$ cat src/tlc_pkg.sv
`default_nettype none

package tlc_pkg;

  // Cache geometry
  localparam int FIRST_SETS         = 2;
  localparam int FIRST_WAYS         = 4;
  localparam int FIRST_OFFSET_BITS  = 5;
  localparam int SECOND_SETS        = 4;
  localparam int SECOND_WAYS        = 4;
  localparam int SECOND_OFFSET_BITS = 6;

  // Field widths
  localparam int ADDR_W     = 32;
  localparam int LAT_W      = 8;
  localparam int COST_W     = 10;
  localparam int TIME_W     = 48;
  localparam int COUNT_W    = 32;
  localparam int LEVEL_W    = 2;
  localparam int CFG_IDX_W  = 3;
  localparam int CFG_DATA_W = 8;

  // Set index uses floor(log2(SETS)) bits; upper sets of a count that is not a power of two are never used
  localparam int F_IB    = $clog2(FIRST_SETS + 1) - 1;
  localparam int S_IB    = $clog2(SECOND_SETS + 1) - 1;
  localparam int F_ROWS  = 1 << F_IB;
  localparam int S_ROWS  = 1 << S_IB;
  localparam int F_IDX_W = (F_IB > 0) ? F_IB : 1;
  localparam int S_IDX_W = (S_IB > 0) ? S_IB : 1;
  localparam logic [ADDR_W-1:0] F_IDX_MASK = ADDR_W'((64'd1 << F_IB) - 64'd1);
  localparam logic [ADDR_W-1:0] S_IDX_MASK = ADDR_W'((64'd1 << S_IB) - 64'd1);

  localparam int F_TAG_W = ADDR_W - FIRST_OFFSET_BITS - F_IB;
  localparam int S_TAG_W = ADDR_W - SECOND_OFFSET_BITS - S_IB;
  localparam int TAG_W   = (F_TAG_W > S_TAG_W) ? F_TAG_W : S_TAG_W;

  localparam int MAX_WAYS = (FIRST_WAYS > SECOND_WAYS) ? FIRST_WAYS : SECOND_WAYS;
  localparam int WAY_W    = (MAX_WAYS > 1) ? $clog2(MAX_WAYS) : 1;
  localparam int CNT_W    = $clog2(MAX_WAYS + 1);

  localparam logic [MAX_WAYS-1:0] F_PRESENT = MAX_WAYS'((64'd1 << FIRST_WAYS) - 64'd1);
  localparam logic [MAX_WAYS-1:0] S_PRESENT = MAX_WAYS'((64'd1 << SECOND_WAYS) - 64'd1);

  typedef logic [TAG_W-1:0] tag_t;
  typedef logic [WAY_W-1:0] rank_t;

  typedef enum logic [LEVEL_W-1:0] {
    LVL_FIRST  = 2'd0,
    LVL_SECOND = 2'd1,
    LVL_MEMORY = 2'd2
  } level_t;

  typedef enum logic [CFG_IDX_W-1:0] {
    REG_L1_LATENCY  = 3'd0,
    REG_L2_LATENCY  = 3'd1,
    REG_MEM_LATENCY = 3'd2,
    REG_L1_POLICY   = 3'd3,
    REG_L2_POLICY   = 3'd4
  } cfg_reg_t;

  typedef enum logic [1:0] {
    ST_IDLE   = 2'd0,
    ST_FIRST  = 2'd1,
    ST_SECOND = 2'd2
  } state_t;

  // One set of one level, presented to the shared way unit
  typedef struct packed {
    logic [MAX_WAYS-1:0] present;
    logic [MAX_WAYS-1:0] valid;
    tag_t [MAX_WAYS-1:0] tags;
    rank_t [MAX_WAYS-1:0] ranks;
    tag_t                tag;
    logic                lru;
  } way_req_t;

  typedef struct packed {
    logic                hit;
    logic [MAX_WAYS-1:0] valid;
    logic [MAX_WAYS-1:0] tag_we;
    rank_t [MAX_WAYS-1:0] ranks;
  } way_resp_t;

  typedef struct packed {
    logic              en;
    level_t            level;
    logic [COST_W-1:0] cost;
  } commit_t;

endpackage

`default_nettype wire

$ cat src/tlc_way_unit.sv
`default_nettype none

module tlc_way_unit import tlc_pkg::*; (
  input  way_req_t  req,
  output way_resp_t resp
);

  logic [MAX_WAYS-1:0] match;
  logic [MAX_WAYS-1:0] free;
  logic [MAX_WAYS-1:0] valid_new;
  logic                hit;
  logic                has_free;
  logic                was_valid;
  logic                do_update;
  logic [WAY_W-1:0]    hit_way;
  logic [WAY_W-1:0]    free_way;
  logic [WAY_W-1:0]    victim;
  logic [WAY_W-1:0]    target;
  logic [CNT_W-1:0]    count;
  rank_t               newest;

  always_comb begin
    match = '0;
    free  = '0;
    for (int i = 0; i < MAX_WAYS; i++) begin
      match[i] = req.present[i] & req.valid[i] & (req.tags[i] == req.tag);
      free[i]  = req.present[i] & ~req.valid[i];
    end
    hit      = |match;
    has_free = |free;

    // lowest-numbered matching and free ways
    hit_way  = '0;
    free_way = '0;
    for (int i = MAX_WAYS - 1; i >= 0; i--) begin
      if (match[i]) hit_way = WAY_W'(i);
      if (free[i]) free_way = WAY_W'(i);
    end

    // oldest way, first one wins on a tie
    victim = '0;
    for (int i = 1; i < MAX_WAYS; i++) begin
      if (req.present[i] && (req.ranks[i] < req.ranks[victim])) victim = WAY_W'(i);
    end

    target    = hit ? hit_way : (has_free ? free_way : victim);
    was_valid = hit | ~has_free;
    do_update = ~hit | req.lru;

    valid_new = req.valid;
    if (!hit && has_free) valid_new[target] = 1'b1;

    count  = CNT_W'($countones(valid_new & req.present));
    newest = rank_t'(count - CNT_W'(1));

    resp.hit    = hit;
    resp.valid  = valid_new;
    resp.tag_we = '0;
    resp.ranks  = req.ranks;
    if (!hit) resp.tag_we[target] = 1'b1;
    // promote target to newest, close the gap it leaves
    if (do_update) begin
      for (int i = 0; i < MAX_WAYS; i++) begin
        if (WAY_W'(i) == target) begin
          resp.ranks[i] = newest;
        end else if (was_valid && valid_new[i] && (req.ranks[i] > req.ranks[target])) begin
          resp.ranks[i] = req.ranks[i] - rank_t'(1);
        end
      end
    end
  end

endmodule

`default_nettype wire

$ cat src/tlc_stats.sv
`default_nettype none

module tlc_stats import tlc_pkg::*; (
  input  logic               clk,
  input  logic               rst,
  input  commit_t            commit,
  output logic [TIME_W-1:0]  total_time,
  output logic [COUNT_W-1:0] first_hits,
  output logic [COUNT_W-1:0] first_misses,
  output logic [COUNT_W-1:0] second_hits,
  output logic [COUNT_W-1:0] second_misses
);

  localparam int TIME_WX = TIME_W + 1;

  logic [TIME_WX-1:0] time_sum_wide;
  logic [TIME_W-1:0]  time_next;

  function automatic logic [COUNT_W-1:0] sat_inc(input logic [COUNT_W-1:0] c);
    return (&c) ? c : c + COUNT_W'(1);
  endfunction

  assign time_sum_wide = {1'b0, total_time} + TIME_WX'(commit.cost);
  // clamp on carry out
  assign time_next = time_sum_wide[TIME_W] ? {TIME_W{1'b1}} : time_sum_wide[TIME_W-1:0];

  always_ff @(posedge clk) begin
    if (rst) begin
      total_time    <= '0;
      first_hits    <= '0;
      first_misses  <= '0;
      second_hits   <= '0;
      second_misses <= '0;
    end else if (commit.en) begin
      total_time <= time_next;
      case (commit.level)
        LVL_FIRST: begin
          first_hits <= sat_inc(first_hits);
        end
        LVL_SECOND: begin
          first_misses <= sat_inc(first_misses);
          second_hits  <= sat_inc(second_hits);
        end
        LVL_MEMORY: begin
          first_misses  <= sat_inc(first_misses);
          second_misses <= sat_inc(second_misses);
        end
        default: begin
        end
      endcase
    end
  end

endmodule

`default_nettype wire

$ cat src/two_level_cache_tag_model_top.sv
// Two-level set-associative cache tag model. Each accepted address is looked up in the
// first-level tag array and, on a miss, in the second-level array; a level that misses
// allocates the block into its first invalid way or else its oldest way, and reports the
// level that held the data, the cycles charged, the running time and saturating hit and
// miss counts. One shared way unit (tag compare, victim pick, rank update) serves both
// levels, one level per cycle unless the last lookup waits on a stalled output: an
// access hitting the first level passes accept and the first-level lookup, a miss there
// also the second-level lookup. The tag arrays are flip-flops with per-way valid bits
// cleared by reset, so no clearing pass is needed. Configuration writes are always taken
// (cfg_ready is tied high) and belong in idle periods only.
`default_nettype none

module two_level_cache_tag_model_top import tlc_pkg::*; (
  input  logic                  clk,
  input  logic                  rst,
  input  logic                  in_valid,
  output logic                  in_stall,
  input  logic [ADDR_W-1:0]     address,
  output logic                  out_valid,
  input  logic                  out_stall,
  output logic [LEVEL_W-1:0]    found_level,
  output logic [COST_W-1:0]     access_cost,
  output logic [TIME_W-1:0]     total_time,
  output logic [COUNT_W-1:0]    first_hits,
  output logic [COUNT_W-1:0]    first_misses,
  output logic [COUNT_W-1:0]    second_hits,
  output logic [COUNT_W-1:0]    second_misses,
  input  logic                  cfg_valid,
  output logic                  cfg_ready,
  input  logic [CFG_IDX_W-1:0]  cfg_index,
  input  logic [CFG_DATA_W-1:0] cfg_data
);

  state_t state;
  state_t state_next;

  logic [ADDR_W-1:0] address_q;
  logic [LAT_W-1:0]  l1_latency;
  logic [LAT_W-1:0]  l2_latency;
  logic [LAT_W-1:0]  memory_latency;
  logic              l1_policy;
  logic              l2_policy;

  logic [MAX_WAYS-1:0] first_valid [F_ROWS];
  logic [F_TAG_W-1:0]  first_tags [F_ROWS][MAX_WAYS];
  rank_t               first_rank [F_ROWS][MAX_WAYS];
  logic [MAX_WAYS-1:0] second_valid [S_ROWS];
  logic [S_TAG_W-1:0]  second_tags [S_ROWS][MAX_WAYS];
  rank_t               second_rank [S_ROWS][MAX_WAYS];

  logic [F_IDX_W-1:0] f_set;
  logic [F_TAG_W-1:0] f_tag;
  logic [S_IDX_W-1:0] s_set;
  logic [S_TAG_W-1:0] s_tag;

  way_req_t  req;
  way_resp_t resp;
  commit_t   commit;
  logic      first_we;
  logic      second_we;
  logic      out_free;
  level_t    found_q;

  assign f_set = F_IDX_W'((address_q >> FIRST_OFFSET_BITS) & F_IDX_MASK);
  assign f_tag = F_TAG_W'(address_q >> (FIRST_OFFSET_BITS + F_IB));
  assign s_set = S_IDX_W'((address_q >> SECOND_OFFSET_BITS) & S_IDX_MASK);
  assign s_tag = S_TAG_W'(address_q >> (SECOND_OFFSET_BITS + S_IB));

  assign in_stall    = (state != ST_IDLE);
  assign cfg_ready   = 1'b1;
  assign out_free    = !out_valid || !out_stall;
  assign found_level = found_q;

  // Present the set of the level under work to the shared unit
  always_comb begin
    if (state == ST_SECOND) begin
      req.present = S_PRESENT;
      req.valid   = second_valid[s_set];
      req.tag     = TAG_W'(s_tag);
      req.lru     = l2_policy;
      for (int i = 0; i < MAX_WAYS; i++) begin
        req.tags[i]  = TAG_W'(second_tags[s_set][i]);
        req.ranks[i] = second_rank[s_set][i];
      end
    end else begin
      req.present = F_PRESENT;
      req.valid   = first_valid[f_set];
      req.tag     = TAG_W'(f_tag);
      req.lru     = l1_policy;
      for (int i = 0; i < MAX_WAYS; i++) begin
        req.tags[i]  = TAG_W'(first_tags[f_set][i]);
        req.ranks[i] = first_rank[f_set][i];
      end
    end
  end

  tlc_way_unit u_way (
    .req  (req),
    .resp (resp)
  );

  always_ff @(posedge clk) begin
    if (rst) begin
      state <= ST_IDLE;
    end else begin
      state <= state_next;
    end
  end

  always_comb begin
    state_next   = state;
    first_we     = 1'b0;
    second_we    = 1'b0;
    commit.en    = 1'b0;
    commit.level = LVL_FIRST;
    case (state)
      ST_IDLE: begin
        if (in_valid) state_next = ST_FIRST;
      end
      ST_FIRST: begin
        if (resp.hit) begin
          // hold until the result register can take the transaction
          if (out_free) begin
            first_we     = 1'b1;
            commit.en    = 1'b1;
            commit.level = LVL_FIRST;
            state_next   = ST_IDLE;
          end
        end else begin
          first_we   = 1'b1;
          state_next = ST_SECOND;
        end
      end
      ST_SECOND: begin
        if (out_free) begin
          second_we    = 1'b1;
          commit.en    = 1'b1;
          commit.level = resp.hit ? LVL_SECOND : LVL_MEMORY;
          state_next   = ST_IDLE;
        end
      end
      default: begin
        state_next = ST_IDLE;
      end
    endcase
    commit.cost = COST_W'(l1_latency)
                + ((commit.level != LVL_FIRST) ? COST_W'(l2_latency) : COST_W'(0))
                + ((commit.level == LVL_MEMORY) ? COST_W'(memory_latency) : COST_W'(0));
  end

  always_ff @(posedge clk) begin
    if (in_valid && !in_stall) address_q <= address;
  end

  // Valid bits and ranks
  always_ff @(posedge clk) begin
    if (rst) begin
      for (int r = 0; r < F_ROWS; r++) begin
        first_valid[r] <= '0;
        for (int w = 0; w < MAX_WAYS; w++) first_rank[r][w] <= '0;
      end
      for (int r = 0; r < S_ROWS; r++) begin
        second_valid[r] <= '0;
        for (int w = 0; w < MAX_WAYS; w++) second_rank[r][w] <= '0;
      end
    end else begin
      if (first_we) begin
        first_valid[f_set] <= resp.valid;
        for (int w = 0; w < MAX_WAYS; w++) first_rank[f_set][w] <= resp.ranks[w];
      end
      if (second_we) begin
        second_valid[s_set] <= resp.valid;
        for (int w = 0; w < MAX_WAYS; w++) second_rank[s_set][w] <= resp.ranks[w];
      end
    end
  end

  // Tags
  always_ff @(posedge clk) begin
    for (int w = 0; w < MAX_WAYS; w++) begin
      if (first_we && resp.tag_we[w]) first_tags[f_set][w] <= f_tag;
      if (second_we && resp.tag_we[w]) second_tags[s_set][w] <= s_tag;
    end
  end

  always_ff @(posedge clk) begin
    if (rst) begin
      l1_latency     <= LAT_W'(1);
      l2_latency     <= LAT_W'(8);
      memory_latency <= LAT_W'(80);
      l1_policy      <= 1'b1;
      l2_policy      <= 1'b0;
    end else if (cfg_valid && cfg_ready) begin
      case (cfg_index)
        REG_L1_LATENCY:  l1_latency     <= cfg_data;
        REG_L2_LATENCY:  l2_latency     <= cfg_data;
        REG_MEM_LATENCY: memory_latency <= cfg_data;
        REG_L1_POLICY:   l1_policy      <= cfg_data[0];
        REG_L2_POLICY:   l2_policy      <= cfg_data[0];
        default: begin
        end
      endcase
    end
  end

  always_ff @(posedge clk) begin
    if (rst) begin
      out_valid <= 1'b0;
    end else if (commit.en) begin
      out_valid <= 1'b1;
    end else if (!out_stall) begin
      out_valid <= 1'b0;
    end
  end

  always_ff @(posedge clk) begin
    if (commit.en) begin
      found_q     <= commit.level;
      access_cost <= commit.cost;
    end
  end

  tlc_stats u_stats (
    .clk           (clk),
    .rst           (rst),
    .commit        (commit),
    .total_time    (total_time),
    .first_hits    (first_hits),
    .first_misses  (first_misses),
    .second_hits   (second_hits),
    .second_misses (second_misses)
  );

  a_commit_shows: assert property (@(posedge clk) disable iff (rst)
    commit.en |=> out_valid)
    else $error("committed access did not reach the result register");

  a_level_legal: assert property (@(posedge clk) disable iff (rst)
    out_valid |-> (found_q == LVL_FIRST || found_q == LVL_SECOND || found_q == LVL_MEMORY))
    else $error("illegal found level");

  a_first_cost: assert property (@(posedge clk) disable iff (rst)
    (out_valid && found_q == LVL_FIRST) |-> (access_cost == COST_W'(l1_latency)))
    else $error("first-level hit charged wrong cost");

  a_second_entry: assert property (@(posedge clk) disable iff (rst)
    (state == ST_SECOND) |-> ($past(state) == ST_FIRST || $past(state) == ST_SECOND))
    else $error("second-level lookup entered without first-level miss");

endmodule

`default_nettype wire
$ cat config.mk
export PLATFORM = sky130hd
export DESIGN_NAME = two_level_cache_tag_model_top
export DESIGN_NICKNAME = d
export VERILOG_FILES = /design/src/tlc_pkg.sv /design/src/tlc_way_unit.sv /design/src/tlc_stats.sv /design/src/two_level_cache_tag_model_top.sv
export SDC_FILE = /design/constraint.sdc
export NUM_CORES = 1
export LEC_CHECK = 0
export BUFFER_PORTS_ARGS = -buffer_cell sky130_fd_sc_hd__buf_4
export CORE_AREA = 2 2 260 262
export DETAILED_ROUTE_END_ITERATION = 12
export DIE_AREA = 0 0 262 264
export HOLD_SLACK_MARGIN = 0.02
export PLACE_DENSITY_LB_ADDON = 0.1
export SETUP_SLACK_MARGIN = 0.3
export SLEW_MARGIN = 5
export SYNTH_ARGS = -nofsm -noshare
export SYNTH_HDL_FRONTEND = slang
export SYNTH_SLANG_ARGS = --single-unit
$ cat constraint.sdc
create_clock -name clk -period 10.35 [get_ports clk]
set_input_delay 0 -clock clk [delete_from_list [all_inputs] [get_ports clk]]
set_output_delay 0 -clock clk [all_outputs]
set_load 0.02 [all_outputs]
# After elaboration in Yosys (flattened, before gate mapping)
# Memory sizes are Yosys's and may differ from the RTL's. A register that Yosys moved wholly into a read port is not among the register bits.
# Cells that the tools add are included.
[classes]
n_addsub = 15
order_cmp = 11
n_eq_ne = 17
n_mux = 93
bitwise = 26
reduce_logical = 53
[ops]
columns = ["operator", "n"]
rows = [
  ["two-way mux 143 bit", 1],
  ["adder 32 x 1 -> 32 bit, second input constant", 4],
  ["AND reduction 32 bit", 4],
  ["equality test 26 bit", 4],
  ["two-way mux 2 bit", 32],
  ["adder 48 x 10 -> 49 bit", 1],
  ["two-way mux 48 bit", 1],
  ["two-way mux 1 bit", 41],
  ["two-way mux 8 bit", 5],
  ["logical AND 1 bit", 19],
  ["two-way mux 4 bit", 4],
  ["OR reduction 4 bit", 4],
  ["OR reduction 8 bit", 2],
  ["binary-select mux 2 bit (select 2 bit)", 3],
  ["AND reduction 3 bit", 4],
  ["adder 9 x 8 -> 10 bit", 1],
  ["NOT 1 bit", 10],
  ["AND reduction 2 bit", 5],
  ["subtractor 2 x 1 -> 2 bit, second input constant", 5],
  ["adder 8 x 8 -> 9 bit", 1],
  ["two-way mux 3 bit", 3],
  ["bitwise AND 1 bit, first input constant", 8],
  ["greater-than comparator 2 bit", 4],
  ["equality test 3 x 2 -> 1 bit, second input constant", 2],
  ["28 further kinds", 47],
]
[word_totals]
register_bits = 249
mem_bits_rw = 664
output_inout_bits = 191
word_cells = 236
memories = 6
[mem_list]
columns = ["name", "depth", "width", "rd", "rd_clocked_by_memory_dff", "wr", "line_no", "text"]
rows = [
  ["second_tags", 4, 96, 1, 1, 1, "two_level_cache_tag_model_top.sv:48", "logic [S_TAG_W-1:0] second_tags [S_ROWS][MAX_WAYS];"],
  ["first_tags", 2, 104, 1, 1, 1, "two_level_cache_tag_model_top.sv:45", "logic [F_TAG_W-1:0] first_tags [F_ROWS][MAX_WAYS];"],
  ["second_rank", 4, 8, 1, 1, 4, "two_level_cache_tag_model_top.sv:49", "rank_t second_rank [S_ROWS][MAX_WAYS];"],
  ["first_rank", 2, 8, 1, 1, 2, "two_level_cache_tag_model_top.sv:46", "rank_t first_rank [F_ROWS][MAX_WAYS];"],
  ["second_valid", 4, 4, 1, 1, 4, "two_level_cache_tag_model_top.sv:47", "logic [MAX_WAYS-1:0] second_valid [S_ROWS];"],
  ["first_valid", 2, 4, 1, 1, 2, "two_level_cache_tag_model_top.sv:44", "logic [MAX_WAYS-1:0] first_valid [F_ROWS];"],
]

# Depth between registers and ports, before layout
[depth]
depth_word = 30
ltp_mapped = 41
depth_no_buf = 32

# Modules after synthesis
# From an unflattened synthesis, not the netlist that was laid out.
[hier_totals]
cells_unflattened = 2931
hier_area_um2 = 40089.7
[by_module_without_submodules]
columns = ["mod", "n_inst", "cells_per_inst", "area_per_inst_um2", "seq_area_each_um2"]
rows = [
  ["two_level_cache_tag_model_top", 1, 1591, 28957.8, 21750.9],
  ["tlc_stats", 1, 1042, 8932.3, 3523.4],
  ["tlc_way_unit", 1, 298, 2199.6, 0.0],
]

# Least setup slack after synthesis
# Ideal clock, no wire load.
[synth_path]
path_kind = "reg-to-reg"
start = "reg state[0]"
end = "reg u_stats.total_time[2]"
arrival_ns = 7.812
t_required_ns = 10.218
path_slack_ns = 2.406
stages_incl_launch_ff = 38
synth_period_minus_slack_ns = 7.944
path_cell_list = "dfxtp_1 > inv_1 > ha_1 > buf_6 > nor2b_1 > buf_2 > a222oi_1 > xor2_1 > nand4_1 > or3_1 > or4_4 > nand4_1 > clkbuf_1 > nor2_1 > nand2_1 > inv_1 > ha_1 > clkbuf_1 > [... 2 more ...] > fa_1 > ha_1 > a21o_1 > a21oi_1 > o21bai_1 > a21oi_1 > xnor2_1 > ha_1 > or2_2 > o311a_1 > o21a_1 > o21ai_0 > nor2b_1 > clkbuf_1 > nor2_1 > clkbuf_1 > nor3_1 > nor3_1"
[synth_rtl]
columns = ["item", "line_no", "text"]
rows = [
  ["from (decl)", "two_level_cache_tag_model_top.sv:34", "state_t state;"],
  ["from (signal assigned)", "two_level_cache_tag_model_top.sv:106", "state <= state_next;"],
  ["to (signal assigned)", "tlc_stats.sv:35", "total_time <= time_next;"],
  ["to (decl)", "tlc_stats.sv:7", "output logic [TIME_W-1:0] total_time,"],
]

==> results.sh <==
export IMPL_max_stage_delay_ns=0.65
export IMPL_cts_root_buffer="clkbuf_16"
export IMPL_clkSinkCount=911
export IMPL_switching_share_pct=23.8
export IMPL_ys_ff_latch=911
export IMPL_cts_buffers=91
export IMPL_dieWidth_um=262
export IMPL_ctsLongestPathBuffers=3
export IMPL_ir_drop_mv=0.117
export IMPL_async_reset_ff_share_pct=0
export IMPL_synth_area_leaders="edfxtp_1, dfxtp_1, mux2i_1"
export IMPL_p_comb_share_pct=9.7
export IMPL_layout_common_cells="edfxtp_1, buf_4, nor2_1, mux2i_1, dfxtp_1"
export IMPL_synth_top_area_share_pct=52.7
export IMPL_hold_class="in2reg"
export IMPL_critical_path_endpoint="u_stats.total_time[35]$_SDFFE_PP0P_"
export IMPL_place_gp_congestion=0.880
export IMPL_grt_pass1_vias=26500
export IMPL_maxSlewViolCount=0
export IMPL_vias_per_cell=6.21
export IMPL_synth_seq_area_share_pct=63.1
export IMPL_cp_common_cell="inv_1"
export IMPL_clock_power_share_pct=40.0
export IMPL_crit_fanout=43
export IMPL_final_min_clock_period_ns=9.39
export IMPL_grt_max_degree=108
export IMPL_rsz0062_at_grt="false"
export IMPL_fin_util_pct=69.8
export IMPL_setup_viol=0
export IMPL_syn_area_per_cell_um2=13.3
export IMPL_grt_use_total_pct=31.1
export IMPL_synthFlopType="edfxtp_1"
export IMPL_finalClockSkew_ns=0.0278
export IMPL_p_seq_share_pct=50.3
export IMPL_worstPathArrival_ns=9.87
export IMPL_dr_pass1_iters=6
export IMPL_pin_count=239
export IMPL_tightest_slew_ns=1.21
export IMPL_via_count=26600
export IMPL_critPathBufInv=7
export IMPL_post_cts_buffers=0
export IMPL_p_leak_nw=16.7
export IMPL_n_fill_cell=4593
export IMPL_synth_nets=3116
export IMPL_cap_violations=0
export IMPL_ys_types=88
export IMPL_first_iter_violations=2963
export IMPL_final_hold_violation_count=0
export IMPL_syn_inst=3016
export IMPL_area_growth_pct=16.0
export IMPL_cp_end_kind="register"
export IMPL_port_buffers=232
export IMPL_drt_wl_total_mm=107
export IMPL_start_util_pct=60.2
export IMPL_grt_pass1_wl_mm=161
export IMPL_rows=95
export IMPL_cts_tree="built"
export IMPL_fin_nets=3435
export IMPL_crit_path_start="state[0]$_SDFFE_PP0P_"
export IMPL_fin_crit_sh_pct=90.7
export IMPL_postRouteAntennaNets=0
export IMPL_required_ns=10.83
export IMPL_r2r_start="state[0]$_SDFFE_PP0P_"
export IMPL_final_common_cell="edfxtp_1"
export IMPL_drc=0
export IMPL_cts_clk_slew_worst_paths_ns=0.06
export IMPL_h_tree_depth=3
export IMPL_syn_cell_area_mm2=0.0401
export IMPL_worstReg2RegEnd="u_stats.total_time[35]$_SDFFE_PP0P_"
export IMPL_worstSetupPathDepth=32
export IMPL_cpLargestDelayFamily="simple AND/OR/NAND/NOR gates"
export IMPL_status="completed"
export IMPL_yosysTopAreaCell="edfxtp_1"
export IMPL_critPathLaunchType="register"
export IMPL_rr_worst_depth=32
export IMPL_num_antenna_cells=0
export IMPL_setup_tns_ns=0
export IMPL_antenna_found_initial=0
export IMPL_max_freq_ghz=0.107
export IMPL_synth_edf_count=703
export IMPL_r2r_slack_ns=0.96
export IMPL_internal_power_mw=6.15
export IMPL_power_density_mw_per_mm2=174
export IMPL_insertion_delay_ns=0.65
export IMPL_grt_ovfl_total=0
export IMPL_regArea_mm2=0.0253
export IMPL_coreArea_mm2=0.0666
export IMPL_dp_hpwl_mm=68.1
export IMPL_crit_slowest_cell="or4_1"
export IMPL_layout_drive_gt1_share_pct=18.9
export IMPL_die_y_um=264
export IMPL_die_area_mm2=0.0692
export IMPL_wl_per_cell_um=25.1
export IMPL_multi_input_area_mm2=0.0139
export IMPL_maxSlewHeadroom_pct=18.7
export IMPL_p_sw_mw=1.93
export IMPL_ys_warn_count=0
export IMPL_critPathKind="reg2reg"
## how the worst min path moves through the flow
stage                start                      end  slack, ns  cells after the start
2_1_floorplan  address[10]  address_q[10]$_DFFE_PP_        0.1                      0
3_3_place_gp   address[22]  address_q[22]$_DFFE_PP_       0.18                      1
3_5_place_dp   address[11]  address_q[11]$_DFFE_PP_       0.18                      1
4_1_cts        address[11]  address_q[11]$_DFFE_PP_       0.04                      2
5_1_grt        address[11]  address_q[11]$_DFFE_PP_       0.05                      2
6_report       address[11]  address_q[11]$_DFFE_PP_       0.07                      2
## metrics by stage
step	hold WS (ns)	power [mW]	worst slack (ns)	cells	cell area (um2)
6_report	0.0715	8.08	0.962	4284	46500
4_1_cts	0.0408	8.10	0.720	4284	46500
5_1_grt	0.0549	8.32	0.455	4284	46500
3_3_place_gp	0.178	4.88	1.04	4064	43000
2_1_floorplan	0.0989	4.64	2.41	3016	40100
3_5_place_dp	0.179	4.90	0.755	4064	43000
## flip-flops by register name, summed over array words and instances (netlist names), 2 cells and up, named ones only
register,cells
access_cost,10
address_q,27
first_rank,16
first_tags,208
first_valid,8
found_level,2
l1_latency,8
l2_latency,8
memory_latency,8
second_rank,32
second_tags,384
second_valid,16
state,2
u_stats.first_hits,32
u_stats.first_misses,32
u_stats.second_hits,32
u_stats.second_misses,32
u_stats.total_time,48
## power groups by stage
| stage | registers [mW] | clock network [mW] | logic [mW] |
|---|---|---|---|
| floorplan | 4.12 | 0 | 0.519 |
| global route | 4.07 | 3.42 | 0.833 |
| finish | 4.06 | 3.23 | 0.782 |
| detailed placement | 4.14 | 0 | 0.755 |
| global placement | 4.14 | 0 | 0.739 |
| CTS | 4.06 | 3.26 | 0.775 |
## cells in the mapped netlist, types with 6 or more instances
cell type / count
edfxtp_1: 703
nor2_1: 255
mux2i_1: 236
dfxtp_1: 208
nand2_1: 165
a21oi_1: 136
xnor2_1: 130
xor2_1: 97
mux2_2: 83
nand3_1: 81
clkbuf_1: 74
nor3_1: 58
inv_1: 55
and3_1: 53
nand4_1: 53
o21ai_0: 51
ha_1: 41
a222oi_1: 40
nor4_1: 39
buf_2: 35
or3_1: 31
nor2b_1: 29
mux4_2: 27
nand2b_1: 26
and2_1: 25
o22ai_1: 25
buf_4: 24
a22oi_1: 19
a211oi_1: 17
and4_1: 15
buf_6: 15
fa_1: 11
o21a_1: 10
o31ai_1: 9
or4_1: 9
o211ai_1: 8
nor2_2: 7
nor4b_1: 7
or2_2: 7
a311oi_1: 6
nand3b_1: 6
nor4_2: 6
o21bai_1: 6
## what timing repair did
action	CTS	global route
endpoints found under the setup margin	0	26
gates resized for setup	0	2
endpoints found under the hold margin	89	0
hold buffers	51	0
## cells by family (layout without fill, tap and decap cells)
| group | after synthesis | after routing | synth area share, % |
|---|---|---|---|
| multiplexers | 346 | 346 | 9.75 |
| other | 1 | 1 | 0.00936 |
| AND/OR/NAND/NOR | 896 | 896 | 11.5 |
| adder cells (fa/ha/maj) | 52 | 52 | 1.83 |
| AO/OA/AOI/OAI | 372 | 372 | 6.15 |
| XOR/XNOR | 227 | 227 | 4.96 |
| buffers and inverters | 211 | 606 | 2.69 |
| flip-flops | 911 | 911 | 63.1 |
## routing by layer
layer  global-route usage [%]  part of all wire [%]  vias up
li1                         -                     -    11900
met1                     40.5                    39    13300
met2                     51.1                    49     1182
met3                     6.59                   8.9      214
met4                     12.2                   3.8        0
met5                        0                     0        -
## cell type report
| cell class | count | area share, % |
|---|---|---|
| clock buffers | 123 | 5.40 |
| clock inverters | 46 | 0.886 |
| inverters | 56 | 0.455 |
| multi-input cells | 1894 | 29.8 |
| flip-flops and latches | 911 | 54.4 |
| well taps | 873 | 2.35 |
| repair buffers | 381 | 6.65 |
No activity file was read; power rests on OpenSTA's default activity.
